<file path="config.mk">
export PLATFORM = sky130hd
export DESIGN_NAME = touch_sample_average_and_map
export DESIGN_NICKNAME = d
export VERILOG_FILES = /design/src/hw/rtl/tsam_pkg.sv /design/src/hw/rtl/tsam_div.sv /design/src/hw/rtl/touch_sample_average_and_map.sv
export SDC_FILE = /design/constraint.sdc
export NUM_CORES = 1
export LEC_CHECK = 0
export ABC_AREA = 1
export ABC_CLOCK_PERIOD_IN_PS = 5000
export BUFFER_PORTS_ARGS = -buffer_cell sky130_fd_sc_hd__buf_2
export CORE_MARGIN = 4
export CORE_UTILIZATION = 35
export DETAILED_ROUTE_END_ITERATION = 10
export PLACE_DENSITY = 0.54
export RECOVER_POWER = 100
export SLEW_MARGIN = 15
export SYNTH_ARGS = -nofsm -noshare
export SYNTH_HDL_FRONTEND = slang
export SYNTH_SLANG_ARGS = --single-unit
</file>
<file path="constraint.sdc">
create_clock -name clk_i -period 5 [get_ports clk_i]
set_input_delay 0.25 -clock clk_i [delete_from_list [all_inputs] [get_ports clk_i]]
set_output_delay 0.25 -clock clk_i [all_outputs]
set_load 0.05 [all_outputs]
</file>
<file path="src/hw/rtl/tsam_pkg.sv">
// tsam_pkg: widths, channel codes, register indexes and divider request types
// shared by the touch averaging block, its divider and its checker
// depends on nothing
`default_nettype none

package tsam_pkg;

  // converter reading and mapped coordinate width
  localparam int VAL_W  = 12;
  // divider dividend width, wide enough for a 12x12 product
  localparam int DIV_W  = 24;
  // width of the divider step count, holds DIV_W
  localparam int STEP_W = 5;

  localparam int IN_TDATA_W  = 24;
  localparam int IN_TUSER_W  = 2;
  localparam int OUT_TDATA_W = 64;

  localparam int CFG_ADDR_W = 3;
  localparam int CFG_DATA_W = 12;

  // conversion kind carried in tuser
  localparam logic [IN_TUSER_W-1:0] CH_PRESSURE = 2'd0;
  localparam logic [IN_TUSER_W-1:0] CH_X        = 2'd1;
  localparam logic [IN_TUSER_W-1:0] CH_Y        = 2'd2;

  // register indexes
  localparam logic [CFG_ADDR_W-1:0] REG_IRQ_ENABLE    = 3'd0;
  localparam logic [CFG_ADDR_W-1:0] REG_SCREEN_WIDTH  = 3'd1;
  localparam logic [CFG_ADDR_W-1:0] REG_SCREEN_HEIGHT = 3'd2;
  localparam logic [CFG_ADDR_W-1:0] REG_X_RAW_MIN     = 3'd3;
  localparam logic [CFG_ADDR_W-1:0] REG_X_RAW_MAX     = 3'd4;
  localparam logic [CFG_ADDR_W-1:0] REG_Y_RAW_MIN     = 3'd5;
  localparam logic [CFG_ADDR_W-1:0] REG_Y_RAW_MAX     = 3'd6;

  typedef struct packed {
    logic              start;
    logic [DIV_W-1:0]  dividend;
    logic [VAL_W-1:0]  divisor;
    logic [STEP_W-1:0] steps;
  } div_req_t;

  typedef struct packed {
    logic             done;
    logic [VAL_W-1:0] quotient;
  } div_rsp_t;

endpackage

`default_nettype wire

</file>
<file path="src/hw/rtl/tsam_div.sv">
// tsam_div: restoring divider, one quotient bit per cycle
// dividend is left aligned, steps gives the quotient length
// depends on tsam_pkg
`default_nettype none

module tsam_div
  import tsam_pkg::*;
(
  input  wire      clk_i,
  input  wire      rst_ni,
  input  div_req_t req_i,
  output div_rsp_t rsp_o
);

  logic              busy_q;
  logic              done_q;
  logic [STEP_W-1:0] cnt_q;
  logic [DIV_W-1:0]  dvd_q;
  logic [DIV_W-1:0]  quo_q;
  logic [VAL_W-1:0]  dsr_q;
  logic [VAL_W-1:0]  rem_q;

  logic [VAL_W:0]   trial;
  logic             fits;
  logic [VAL_W-1:0] rem_d;

  assign trial = {rem_q, dvd_q[DIV_W-1]};
  assign fits  = trial >= {1'b0, dsr_q};
  // remainder stays below the divisor, so it fits back in VAL_W bits
  assign rem_d = fits ? VAL_W'(trial - {1'b0, dsr_q}) : trial[VAL_W-1:0];

  always_ff @(posedge clk_i or negedge rst_ni) begin
    if (!rst_ni) begin
      busy_q <= 1'b0;
      done_q <= 1'b0;
      cnt_q  <= '0;
    end else begin
      done_q <= 1'b0;
      if (req_i.start) begin
        busy_q <= 1'b1;
        cnt_q  <= req_i.steps;
      end else if (busy_q) begin
        cnt_q <= cnt_q - STEP_W'(1);
        if (cnt_q == STEP_W'(1)) begin
          busy_q <= 1'b0;
          done_q <= 1'b1;
        end
      end
    end
  end

  always_ff @(posedge clk_i) begin
    if (req_i.start) begin
      dvd_q <= req_i.dividend;
      dsr_q <= req_i.divisor;
      rem_q <= '0;
      quo_q <= '0;
    end else if (busy_q) begin
      dvd_q <= {dvd_q[DIV_W-2:0], 1'b0};
      rem_q <= rem_d;
      quo_q <= {quo_q[DIV_W-2:0], fits};
    end
  end

  assign rsp_o.done     = done_q;
  assign rsp_o.quotient = quo_q[VAL_W-1:0];

endmodule

`default_nettype wire

</file>
<file path="src/hw/rtl/touch_sample_average_and_map.sv">
// Touch sample averaging and screen mapping.
// Input stream: one converter response per request. tuser holds the kind
// (pressure, X or Y), tdata the 16-bit frame and the pen IRQ level. A
// pressure request starts a scan; X and Y readings (frame bits 14..3) are
// summed with saturation. The SAMPLES-th Y request ends the scan and later
// yields one result request on the output stream: touch flag, mapped X/Y
// pixels, pressure and the two truncated raw averages.
// Pressure, X and plain Y requests never stall. The last Y request keeps
// the input not ready while the two averages come from a constant reciprocal
// multiply, one axis a cycle, then, when touched, while one shared restoring
// divider (one bit a cycle) runs two mappings of 24 steps each behind a clamp
// and a 12x12 multiply: the result is loaded and the input is ready again
// once the output register is free. The result sits in an output register,
// so the next scan's requests are taken while it waits; a scan end finds
// the divider path stalled only if the previous result is still not taken
// when its own result is ready. Configuration is a plain write port,
// written by the user while the block is idle; the block does not enforce it.
// Reset clears the scan state and the touch history and loads the default
// calibration (320x480 screen, X 220..3850, Y 260..3820, IRQ unused).
// depends on tsam_pkg and tsam_div
`default_nettype none

module touch_sample_average_and_map
  import tsam_pkg::*;
#(
  parameter int SAMPLES       = 4,
  parameter int PRESS_LEVEL   = 20,
  parameter int RELEASE_LEVEL = 8
) (
  input  wire                    clk_i,
  input  wire                    rst_ni,
  input  wire                    s_axis_tvalid,
  output logic                   s_axis_tready,
  // [15:0] frame, [16] irq_level, [23:17] zero
  input  wire [IN_TDATA_W-1:0]   s_axis_tdata,
  // [1:0] channel
  input  wire [IN_TUSER_W-1:0]   s_axis_tuser,
  output logic                   m_axis_tvalid,
  input  wire                    m_axis_tready,
  // [0] touched, [12:1] x_pos, [24:13] y_pos, [36:25] pressure,
  // [48:37] raw_x_avg, [60:49] raw_y_avg, [63:61] zero
  output logic [OUT_TDATA_W-1:0] m_axis_tdata,
  input  wire                    cfg_we_i,
  input  wire [CFG_ADDR_W-1:0]   cfg_addr_i,
  input  wire [CFG_DATA_W-1:0]   cfg_data_i
);

  localparam int ACC_W = $clog2(SAMPLES * 4095 + 1);
  localparam int CNT_W = (SAMPLES > 1) ? $clog2(SAMPLES) : 1;
  localparam logic [ACC_W:0] ACC_LIMIT = (ACC_W + 1)'(SAMPLES * 4095);
  // rounded-up reciprocal of SAMPLES, exact over the accumulator range
  localparam int REC_SH = ACC_W + $clog2(SAMPLES);
  localparam int REC_W  = ACC_W + 1;
  localparam logic [REC_W-1:0] RECIP = REC_W'(((1 << REC_SH) + SAMPLES - 1) / SAMPLES);

  typedef enum logic [2:0] {
    ST_IDLE,
    ST_AVG_RUN,
    ST_CLAMP,
    ST_MULT,
    ST_MAP_RUN,
    ST_EMIT
  } state_e;

  // configuration
  logic             irq_en_q;
  logic [VAL_W-1:0] scr_w_q, scr_h_q;
  logic [VAL_W-1:0] x_min_q, x_max_q, y_min_q, y_max_q;

  always_ff @(posedge clk_i or negedge rst_ni) begin
    if (!rst_ni) begin
      irq_en_q <= 1'b0;
      scr_w_q  <= 12'd320;
      scr_h_q  <= 12'd480;
      x_min_q  <= 12'd220;
      x_max_q  <= 12'd3850;
      y_min_q  <= 12'd260;
      y_max_q  <= 12'd3820;
    end else if (cfg_we_i) begin
      case (cfg_addr_i)
        REG_IRQ_ENABLE:    irq_en_q <= cfg_data_i[0];
        REG_SCREEN_WIDTH:  scr_w_q  <= cfg_data_i;
        REG_SCREEN_HEIGHT: scr_h_q  <= cfg_data_i;
        REG_X_RAW_MIN:     x_min_q  <= cfg_data_i;
        REG_X_RAW_MAX:     x_max_q  <= cfg_data_i;
        REG_Y_RAW_MIN:     y_min_q  <= cfg_data_i;
        REG_Y_RAW_MAX:     y_max_q  <= cfg_data_i;
        default: ;
      endcase
    end
  end

  // scan state
  state_e           state_q;
  logic [VAL_W-1:0] press_q;
  logic [ACC_W-1:0] x_acc_q, y_acc_q;
  logic [CNT_W-1:0] cnt_q;
  logic             was_touched_q;
  logic             touch_q;
  logic             axis_q;
  logic [VAL_W-1:0] avg_x_q, avg_y_q;
  logic [VAL_W-1:0] pos_x_q, pos_y_q;
  logic [VAL_W-1:0] diff_q, span_q, scrm1_q;
  logic             zero_q;
  div_req_t         div_req_q;
  div_rsp_t         div_rsp;
  logic                   out_valid_q;
  logic [OUT_TDATA_W-1:0] out_data_q;

  tsam_div u_div (
    .clk_i  (clk_i),
    .rst_ni (rst_ni),
    .req_i  (div_req_q),
    .rsp_o  (div_rsp)
  );

  logic             in_acc;
  logic [VAL_W-1:0] reading;
  logic             irq_level;
  logic [ACC_W:0]   sum_x, sum_y;
  logic [ACC_W-1:0] sat_x, sat_y;
  logic             touch_d;

  assign s_axis_tready = (state_q == ST_IDLE);
  assign in_acc    = s_axis_tvalid && s_axis_tready;
  assign reading   = s_axis_tdata[14:3];
  assign irq_level = s_axis_tdata[16];
  assign sum_x = {1'b0, x_acc_q} + (ACC_W + 1)'(reading);
  assign sum_y = {1'b0, y_acc_q} + (ACC_W + 1)'(reading);
  assign sat_x = (sum_x > ACC_LIMIT) ? ACC_LIMIT[ACC_W-1:0] : sum_x[ACC_W-1:0];
  assign sat_y = (sum_y > ACC_LIMIT) ? ACC_LIMIT[ACC_W-1:0] : sum_y[ACC_W-1:0];

  always_comb begin
    if (irq_en_q) begin
      touch_d = !irq_level;
    end else if (was_touched_q) begin
      touch_d = press_q > VAL_W'(RELEASE_LEVEL);
    end else begin
      touch_d = press_q >= VAL_W'(PRESS_LEVEL);
    end
  end

  // one axis average a cycle
  logic [ACC_W-1:0] acc_sel;
  logic [2*ACC_W:0] avg_prod;

  assign acc_sel  = axis_q ? y_acc_q : x_acc_q;
  assign avg_prod = (2*ACC_W+1)'(acc_sel) * (2*ACC_W+1)'(RECIP);

  // per-axis operand selection for the clamp stage
  logic [VAL_W-1:0] raw_sel, lo_sel, hi_sel, scr_sel, clamped;
  logic [DIV_W-1:0] product;

  assign raw_sel = axis_q ? avg_y_q : avg_x_q;
  assign lo_sel  = axis_q ? y_min_q : x_min_q;
  assign hi_sel  = axis_q ? y_max_q : x_max_q;
  assign scr_sel = axis_q ? scr_h_q : scr_w_q;
  assign clamped = (raw_sel < lo_sel) ? lo_sel : ((raw_sel > hi_sel) ? hi_sel : raw_sel);
  assign product = DIV_W'(diff_q) * DIV_W'(scrm1_q);

  always_ff @(posedge clk_i or negedge rst_ni) begin
    if (!rst_ni) begin
      state_q       <= ST_IDLE;
      press_q       <= '0;
      x_acc_q       <= '0;
      y_acc_q       <= '0;
      cnt_q         <= '0;
      was_touched_q <= 1'b0;
      touch_q       <= 1'b0;
      axis_q        <= 1'b0;
      div_req_q     <= '0;
      out_valid_q   <= 1'b0;
    end else begin
      div_req_q.start <= 1'b0;
      if (m_axis_tvalid && m_axis_tready) begin
        out_valid_q <= 1'b0;
      end
      case (state_q)
        ST_IDLE: begin
          if (in_acc) begin
            case (s_axis_tuser)
              CH_PRESSURE: begin
                press_q <= reading;
                x_acc_q <= '0;
                y_acc_q <= '0;
                cnt_q   <= '0;
              end
              CH_X: begin
                x_acc_q <= sat_x;
              end
              CH_Y: begin
                y_acc_q <= sat_y;
                if (cnt_q == CNT_W'(SAMPLES - 1)) begin
                  touch_q         <= touch_d;
                  was_touched_q   <= touch_d;
                  axis_q          <= 1'b0;
                  state_q         <= ST_AVG_RUN;
                end else begin
                  cnt_q <= cnt_q + CNT_W'(1);
                end
              end
              default: ;
            endcase
          end
        end
        ST_AVG_RUN: begin
          if (!axis_q) begin
            axis_q <= 1'b1;
          end else begin
            axis_q  <= 1'b0;
            state_q <= touch_q ? ST_CLAMP : ST_EMIT;
          end
        end
        ST_CLAMP: begin
          state_q <= ST_MULT;
        end
        ST_MULT: begin
          div_req_q.start    <= 1'b1;
          div_req_q.dividend <= product;
          div_req_q.divisor  <= span_q;
          div_req_q.steps    <= STEP_W'(DIV_W);
          state_q            <= ST_MAP_RUN;
        end
        ST_MAP_RUN: begin
          if (div_rsp.done) begin
            axis_q  <= 1'b1;
            state_q <= axis_q ? ST_EMIT : ST_CLAMP;
          end
        end
        ST_EMIT: begin
          if (!out_valid_q || m_axis_tready) begin
            out_valid_q <= 1'b1;
            x_acc_q     <= '0;
            y_acc_q     <= '0;
            cnt_q       <= '0;
            axis_q      <= 1'b0;
            state_q     <= ST_IDLE;
          end
        end
        default: state_q <= ST_IDLE;
      endcase
    end
  end

  // datapath registers, no reset needed
  always_ff @(posedge clk_i) begin
    case (state_q)
      ST_IDLE: begin
        pos_x_q <= '0;
        pos_y_q <= '0;
      end
      ST_AVG_RUN: begin
        if (axis_q) begin
          avg_y_q <= avg_prod[REC_SH +: VAL_W];
        end else begin
          avg_x_q <= avg_prod[REC_SH +: VAL_W];
        end
      end
      ST_CLAMP: begin
        diff_q  <= clamped - lo_sel;
        span_q  <= hi_sel - lo_sel;
        scrm1_q <= scr_sel - VAL_W'(1);
        // empty window or zero screen maps to 0
        zero_q  <= (hi_sel <= lo_sel) || (scr_sel == '0);
      end
      ST_MAP_RUN: begin
        if (div_rsp.done) begin
          if (axis_q) begin
            pos_y_q <= zero_q ? '0 : div_rsp.quotient;
          end else begin
            pos_x_q <= zero_q ? '0 : div_rsp.quotient;
          end
        end
      end
      ST_EMIT: begin
        if (!out_valid_q || m_axis_tready) begin
          out_data_q <= {3'b000, avg_y_q, avg_x_q, press_q, pos_y_q, pos_x_q, touch_q};
        end
      end
      default: ;
    endcase
  end

  assign m_axis_tvalid = out_valid_q;
  assign m_axis_tdata  = out_data_q;

endmodule

`default_nettype wire

</file>
==> flow_summary.ini <==
[outcome]
outcome = finished with violations
violations = capacitance limit, slew limit

[sta]
relSlewSlack = -1.29
fin_ws_ps = 175
fin_skew_ps = 19.0
fmax_mhz = 207
hold_viol_final = 0
setup_viol = 0
rsz0062_at_grt = true
worstMarginPinSlew_ps = 3430
final.period_utilization = 0.965
drv_slew = 169
period_minus_slack_ps = 4820

[cts]
clkTransAtPathRegs_ps = 60
ctsHtreeMaxLevel = 2
clock_latency_ps = 580
clock-root-buffer = clkbuf_16
cts_buffers = 43
cts_num_sinks = 372
clk_path_buf_depth = 3
cts_tree = yes

[place]
postPlaceCellArea_mm2 = 0.0249
gp_congestion = 0.895
dp_slack_ps = -149
dpl.cell_count = 3565
dp_hpwl_um = 42000
port_buffers = 97

[floorplan]
die-area_mm2 = 0.0699
io_pins = 112
start_util = 0.355
core_mm2 = 0.0647
die_x_um = 264
row_count = 93
die_y_um = 264

[cells_and_area]
multi_input_area_mm2 = 0.0112
stdcell_count = 3689
regArea_mm2 = 0.0101
drive_above_1_share = 0.120
finalInstanceArea_mm2 = 0.0270
antenna_cells = 0
area_delta_synth_final_pct = 17.3
final.fill_count = 6570
nets = 3098

[global_route]
grt_util_all_layers = 0.156
grt_pass1_wl_um = 90400
grt_pass1_vias = 17400
grt_overflow = 0
grt_max_degree = 167
grt_antenna_before_repair = 0

[routing]
wl_per_cell_um = 15.0
via_count = 17600
dr.pass1.iters = 5
ant_nets = 0
drc = 0
first_iter_violations = 1107
wirelength_um = 55400
avgViaCountPerCell = 4.76

[worst_setup_path]
r2r_setup_slack_ps = 180
r2r-start = scrm1_q[6]
cp-end-kind = register
path_max_fanout = 4
rr_endpoint = div_req_q[36]
r2r_cells = 22
critPathRequiredTime_ps = 5450
cp-start-kind = register
criticalPathCategory = register to register
critPathArrivalTime_ps = 5270

[yosys]
yosys.area_share.simple = 0.190
synth-seq-cells = 372
ys_types = 53
yosysTopAreaCellShare = 0.238
async_reset_ff_frac = 0.446
synth_edf_count = 182
synth_flop_cell = edfxtp_1
ys_top_cells_by_area = edfxtp_1 24%, dfrtp_1 15%, nand2_1 13%
avgSynthCellArea_um2 = 8.82
yosysTopAreaCell = edfxtp_1
synthCells = 2607
synthMuxAreaShare = 0.0106
synth_xor_area_frac = 0.0206
yosys.area_share.adder = 0.172
yosysWarnings = 0
netlist_area_mm2 = 0.0230
synth_compound_gate_area_share = 0.0826
ys_seq_area_frac = 0.441
synth_top_family_by_area = simple AND/OR/NAND/NOR gates

[min_path]
worstHoldPathCells = 2
hp-start = s_axis_tdata[10]
min_to = press_q[7]
worstHoldPathType = primary input to register

[job]
maxCapViolCount = 5
[cell families after synthesis]
| group | count (synthesis) |
|---|---|
| DFF | 372 |
| adders and majority gates | 253 |
| muxes | 23 |
| other | 1 |
| xor gates and xnor gates | 54 |
| buffers and inverters | 496 |
| and+or+nand+nor | 1052 |
| AOI/OAI and AO/OA | 356 |
[final cells by class]
cell class	count	share of cell area
multi-input cells	1741	0.415
flip-flops and latches	372	0.376
inverters	412	0.0575
repair buffers	229	0.0542
clock buffers	55	0.0467
well taps	855	0.0397
clock inverters	25	0.0106
[stage by stage]
stage           util  hold WS, ps  TNS (ps)
4_1_cts        0.413         6.25         0
6_report       0.417         28.1         0
2_1_floorplan      -        -45.6         0
3_5_place_dp   0.385          405      -299
5_1_grt        0.417         9.84      -103
3_3_place_gp   0.385          402      -120
[how the worst max path moves through the flow]
| stage | start | endpoint | depth (start not counted) |
|---|---|---|---|
| 6_report | scrm1_q[6] | div_req_q[36] | 22 |
| 2_1_floorplan | diff_q[0] | div_req_q[36] | 22 |
| 5_1_grt | scrm1_q[6] | div_req_q[36] | 22 |
| 4_1_cts | diff_q[5] | div_req_q[36] | 22 |
| 3_3_place_gp | scrm1_q[8] | div_req_q[36] | 22 |
| 3_5_place_dp | scrm1_q[8] | div_req_q[36] | 22 |
[sequential cells by signal, summed over array words and instances (netlist names), 14 cells and up]
signal / cells
x_acc_q: 14
div_req_q: 38
u_div.dvd_q: 24
m_axis_tdata: 61
y_acc_q: 14
[synthesized netlist by cell type (25+ instances only)]
library cell / n
inv_1: 409
or2_2: 25
fa_1: 105
o21ai_0: 205
nor2_1: 87
ha_1: 148
a21oi_1: 89
dfstp_2: 27
nand2_1: 769
edfxtp_1: 182
clkbuf_1: 63
nor3_1: 29
nand3_1: 85
xor2_1: 36
dfrtp_1: 139
[layout by cell type (no fill, tap or decap), types with 27 or more instances in the layout]
| master | count |
|---|---|
| o21ai_0 | 202 |
| nand3_1 | 85 |
| dfstp_2 | 27 |
| clkbuf_1 | 81 |
| ha_1 | 135 |
| dfrtp_1 | 139 |
| buf_4 | 97 |
| edfxtp_1 | 182 |
| clkbuf_16 | 49 |
| a21oi_1 | 81 |
| inv_1 | 405 |
| nor3_1 | 30 |
| buf_2 | 32 |
| nor2_1 | 86 |
| fa_1 | 98 |
| xor2_1 | 36 |
| nand2_1 | 764 |
[metal layers]
layer,global-route usage,up-vias,share of wire
li1,-,8756,-
met1,0.208,8486,0.46
met2,0.271,254,0.49
met3,0.0207,76,0.030
met4,0.0375,0,0.022
met5,0,-,0
[critical path, stage by stage (launching register included)]
cell and delay (ps):
edfxtp_1 480, buf_6 170, nand2_1 50, inv_1 50, fa_1 580, fa_2 440
fa_1 520, fa_1 520, inv_2 40, fa_1 520, inv_1 70, ha_4 260
nand2_4 80, nor2_2 50, a21oi_2 150, nand2_1 90, nand2_1 60, nand2_1 60
nand2_1 80, nand2_1 60, or2_2 270, nand3_1 70, nand2_1 50
[repair_timing]
| item | 4_1_cts | 5_1_grt |
|---|---|---|
| gates resized for setup | 12 | 58 |
| setup endpoints to repair | 4 | 13 |
| setup buffers | 19 | 17 |
| hold endpoints to repair | 146 | 0 |
| hold buffers | 8 | 0 |
| pin swaps | 8 | 33 |
Power is left out: the tool's default activity adds up to more than one toggle a clock period on the data nets, which glitch-free logic cannot reach.
